[src/rtl/ttps_pkg.sv]
// shared types, widths and constants of the transposition table
package ttps_pkg;

  // field widths
  localparam int KEY_W   = 64;
  localparam int DEPTH_W = 8;
  localparam int SCORE_W = 17;
  localparam int KIND_W  = 2;
  localparam int MOVE_W  = 24;
  localparam int PLY_W   = 8;
  localparam int WIDE_W  = SCORE_W + 1;

  // default table size
  localparam int ENTRIES_DEFAULT = 65536;

  // score limits, held one bit wider than a score
  localparam logic signed [WIDE_W-1:0] MATE_LIMIT = 18'sd48000;
  localparam logic signed [WIDE_W-1:0] SCORE_MAX  = 18'sd65535;
  localparam logic signed [WIDE_W-1:0] SCORE_MIN  = -18'sd65535;

  // operation codes
  localparam logic OP_PROBE = 1'b0;
  localparam logic OP_STORE = 1'b1;

  // bound kinds
  localparam logic [KIND_W-1:0] BOUND_NONE  = 2'd0;
  localparam logic [KIND_W-1:0] BOUND_EXACT = 2'd1;
  localparam logic [KIND_W-1:0] BOUND_UPPER = 2'd2;
  localparam logic [KIND_W-1:0] BOUND_LOWER = 2'd3;

  // one table slot
  typedef struct packed {
    logic        [KEY_W-1:0]   key;
    logic        [DEPTH_W-1:0] depth;
    logic        [KIND_W-1:0]  kind;
    logic signed [SCORE_W-1:0] score;
    logic        [MOVE_W-1:0]  move;
  } entry_t;

  // controller to datapath
  typedef struct packed {
    logic clear_en;
    logic take;
    logic eval;
  } cmd_t;

  // datapath to controller
  typedef struct packed {
    logic clear_last;
  } status_t;

endpackage

[src/rtl/ttps_ctrl.sv]
// sequencer for clearing, accepting, evaluating and handing off words
module ttps_ctrl (
  input  logic             clk,
  input  logic             rst,
  input  logic             in_valid,
  input  logic             operation,
  input  logic             out_stall,
  input  ttps_pkg::status_t status,
  output logic             in_stall,
  output logic             out_valid,
  output ttps_pkg::cmd_t   cmd
);
  import ttps_pkg::*;

  typedef enum logic [3:0] {
    ST_CLEAR = 4'b0001,
    ST_IDLE  = 4'b0010,
    ST_EVAL  = 4'b0100,
    ST_HOLD  = 4'b1000
  } state_t;

  state_t state;
  state_t state_next;
  logic   take;

  assign take      = in_valid && (state == ST_IDLE);
  assign in_stall  = (state != ST_IDLE);
  assign out_valid = (state == ST_HOLD);

  // commands to the datapath
  always_comb begin
    cmd          = '0;
    cmd.clear_en = (state == ST_CLEAR);
    cmd.take     = take;
    cmd.eval     = (state == ST_EVAL);
  end

  // next state
  always_comb begin
    state_next = state;
    case (state)
      ST_CLEAR: begin
        if (status.clear_last) state_next = ST_IDLE;
      end
      ST_IDLE: begin
        if (take && (operation == OP_PROBE)) state_next = ST_EVAL;
      end
      ST_EVAL: begin
        state_next = ST_HOLD;
      end
      ST_HOLD: begin
        if (!out_stall) state_next = ST_IDLE;
      end
      default: begin
        state_next = ST_CLEAR;
      end
    endcase
  end

  always_ff @(posedge clk) begin
    if (rst) begin
      state <= ST_CLEAR;
    end else begin
      state <= state_next;
    end
  end

endmodule

[config.mk]
export PLATFORM = sky130hd
export DESIGN_NAME = ttps_ctrl
export DESIGN_NICKNAME = d
export VERILOG_FILES = /design/src/rtl/ttps_pkg.sv /design/src/rtl/ttps_ctrl.sv
export SDC_FILE = /design/constraint.sdc
export NUM_CORES = 1
export LEC_CHECK = 0
export ABC_AREA = 1
export BUFFER_PORTS_ARGS = -buffer_cell sky130_fd_sc_hd__buf_2
export CORE_AREA = 5 5 42 44
export CTS_BUF_LIST = sky130_fd_sc_hd__clkbuf_4 sky130_fd_sc_hd__clkbuf_8 sky130_fd_sc_hd__clkbuf_16
export DETAILED_ROUTE_END_ITERATION = 12
export DIE_AREA = 0 0 47 49
export PLACE_DENSITY = 0.4
export SKIP_CTS_REPAIR_TIMING = 1
export SLEW_MARGIN = 10
export SYNTH_ARGS = -nofsm -noshare
export SYNTH_HDL_FRONTEND = slang
export SYNTH_SLANG_ARGS = --single-unit
[constraint.sdc]
create_clock -name clk -period 1 [get_ports clk]
set_input_delay 0.05 -clock clk [delete_from_list [all_inputs] [get_ports clk]]
set_output_delay 0.05 -clock clk [all_outputs]
set_load 0.05 [all_outputs]
# After elaboration in Yosys (flattened, before gate mapping)
# Cells that the tools add are included.
# word_totals
register_bits,4
inputBits,6
output_inout_bits,5
elab_cells,17
# op_classes
eq_ne,8
n_mux,4
bitwise,1
n_reduce_logical,3
# op_table
operator,n
$pmux W4 S4,1
$mux W4,3
$eq A4 B1 Y1 const B,1
$eq A4 B2 Y1 const B,1
$eq A4 B3 Y1 const B,1
$eq A4 B4 Y1 const B,1
$ne A2 B2 Y1 const B,2
$ne A4 B2 Y1 const B,1
$reduce_and A3 Y1,1
$logic_and A1 B1 Y1,2
$ne A2 B1 Y1 const B,1
$not A1 Y1,1

# Logic depth before layout (Yosys ltp)
# depth
depth_word,5
ltp_mapped,6
ltp_nobuf,6

# Worst setup path after synthesis
# OpenSTA, ideal clock, no wires.
# synth_timing
path_type,register -> register
startpoint,register state[0]
endpoint,register state[1]
setup_time_ps,66
t_arrival_ps,1058
required_ps,934
path_slack_ps,-124
path_stages_with_launch,6
path_buffers,0
synth_period_minus_slack_ps,1124
path_cell_list,dfxtp_1 nor2_2 nand2_1 inv_1 nor2_1 a21oi_2
# synth_via
word_cells_on_any_way,11
classes_between,eq/ne: 7; mux: 1; reduce/logical: 3
# synth_rtl
element,line,source
from (decl),ttps_ctrl.sv:22,state_t state;
from (signal assigned),ttps_ctrl.sv:64,state <= state_next;
$eq A4 B4 Y1 (*),-,
via out_valid,ttps_ctrl.sv:10,"output logic out_valid,"
$ne A2 B2 Y1 (no source line),-,
$reduce_and A3 Y1 (no source line),-,
# Mark *: on every way through the listed nets, which the timed path passes. The rest lies on a longest branch.
# A chain may end at the register's enable or synchronous reset.

==> qor.yml <==
status: "complete, but fails checks"
violations: "negative setup slack"
grt_pass1_wl_um: 1140
path_clk_slew_ns: 0.04
drt_iter0_drc: 5
synth_edf_count: 0
p_per_area_nw_per_um2: 1700
critPathLaunchType: "flop"
synth_seq_cells: 4
synth.avg_cell_area_um2: 6.76
firstDrtPassIters: 4
synth_top_cell_area_share_pct: 32.0
clock_path_buffers: 2
die_width_um: 47
setup_viol: 6
power.total_mw: 0.783
drt-total-wl_um: 715
ios: 11
cts-htree-levels: 1
die_area_um2: 2300
synth_warnings: 0
cp.arrival_ns: 1.09
setup_ws_ns: -0.139
rsz0062_at_grt: "true"
largest_reg_flops: 4
holdPathStages: 2
hold_class: "input port to flop"
crit_path_top_delay_cell: "dfxtp_4"
synth_commonest_cells: "inv_1, nand3_1, nor2_2"
numPortBuffers: 10
grt_max_degree: 5
dpl.cell_count: 63
critPathKind: "flop to primary output"
reg2reg_depth: 5
ys.flop_type: "dfxtp_1"
synth_cell_types: 14
vias: 291
min_period_ns: 1.14
relSlewSlack_pct: 83.6
hold_viol_final: 0
use_met2_pct: 9.73
layout-area-overhead-vs-synth_pct: 83.5
hpwl_um: 515
clk_latency_ns: 0.24
wl_per_cell_um: 10.5
async_flop_share_pct: 0
use_met1_pct: 8.11
antenna_found_initial: 0
drive_above_1_share_pct: 75.0
core-area_um2: 1400
synth_cells: 37
vias_per_cell: 4.28
crit_buf_inv: 2
regMostFlops: "state"
cts_num_sinks: 4
overflow: 0
cp_top_family: "flip-flops"
nets: 60
grt_pass1_vias: 288
slowest_delay_ns: 0.36
drc: 0
grt.busiest_layer: "met2"
numCtsBuffers: 3
required_ns: 0.95
cp_max_fo: 4
cts-root-buf: "clkbuf_4"
synth_area_um2: 250
worst_pin_slew_ns: 0.248
layout.cells.non_filler: 68
yosysSeqAreaShare_pct: 32.0
finalClockSkew_ns: 0.00781
dieHeight_um: 49
place_congestion: 0.723
yosysMostFrequentCell: "inv_1"
largestRegisters: "state (4)"
fin_crit_sh_pct: 114
track_usage_pct: 7.11
synth_top_area_cell: "dfxtp_1"
slew_violations: 0
path_depth: 5
rows: 14
vdd_drop_max_mv: 0.537
ant_nets: 0
cp-end-kind: "primary output"
worstPathCellList: "inv_2, nor2_4, nand2_4, nor2_4, buf_6"
clock.fmax_mhz: 878
p_leak_nw: 0.206
grtUsageMet3_pct: 3.32
syn-num-nets: 43
path_common_cell: "nor2_4"
synthTopCellsByArea: "dfxtp_1, nand3_1, nor2_2"
cts_tree: "built"
initial_core_util_pct: 17.9
drv_cap: 0
num_antenna_cells: 0
## routing by layer
metal / part of all wire, % / wire, µm
met5: 0 / 0
met4: 4.5 / 32
met3: 7.4 / 53
met2: 48 / 345
met1: 40 / 283
## cells in the final DEF (no fill, tap or decap)
| cell | count |
|---|---|
| dfxtp_4 | 2 |
| buf_4 | 2 |
| a21oi_1 | 1 |
| nand3_2 | 1 |
| a21oi_2 | 1 |
| nand2_2 | 2 |
| clkinvlp_4 | 1 |
| dfxtp_2 | 2 |
| nand4_1 | 1 |
| clkbuf_4 | 3 |
| inv_2 | 4 |
| inv_1 | 4 |
| buf_2 | 6 |
| clkinv_2 | 1 |
| nor2_2 | 1 |
| buf_8 | 3 |
| nand2_1 | 1 |
| nor3_2 | 1 |
| buf_6 | 2 |
| nor2_4 | 6 |
| nand2_4 | 1 |
| nand3_1 | 6 |
## layout make-up
cell class	instances	area [µm²]
fillers	160	942
multi-input cells	22	171
clock buffers	3	22.5
inverters	10	42.5
repair buffers	13	113
well taps	16	20.0
flip-flops and latches	4	90.1
## logic make-up (layout without fill, tap and decap cells)
| logic type | Yosys count | count (layout) | synth area share (%) |
|---|---|---|---|
| compound gates | 2 | 2 | 5.50 |
| simple gates | 20 | 20 | 44.0 |
| flops | 4 | 4 | 32.0 |
| buf+inv | 11 | 26 | 18.5 |
## through the flow
stage	util [%]	hold WS, ns	cell area, µm²	setup WS, ns	setup TNS (ns)
floorplan	-	0.112	269	-0.0871	-0.133
global placement	24.2	0.248	339	-0.0190	-0.0350
detailed placement	24.2	0.250	339	-0.0297	-0.0354
CTS	25.8	0.00395	362	-0.279	-1.13
global route	32.8	0.0142	459	-0.186	-0.926
finish	32.8	0.00423	459	-0.139	-0.649
## where the power goes
| group | switching, mW | internal [mW] |
|---|---|---|
| Clock | 0.0720 | 0.135 |
| Combinational | 0.218 | 0.129 |
| Sequential | 0.0367 | 0.192 |
| Total | 0.327 | 0.456 |
## final timing paths
kind | start | to | slack [ns]
max | state[1]$_SDFFE_PP0P_ | cmd[1] | -0.14
min | rst | state[2]$_SDFFE_PP0P_ | 0.004
max reg2reg | state[1]$_SDFFE_PP0P_ | state[0]$_SDFFE_PP1P_ | -0.01
min reg2reg | state[0]$_SDFFE_PP1P_ | state[1]$_SDFFE_PP0P_ | 0.63
No activity file was read; power rests on OpenSTA's default activity.
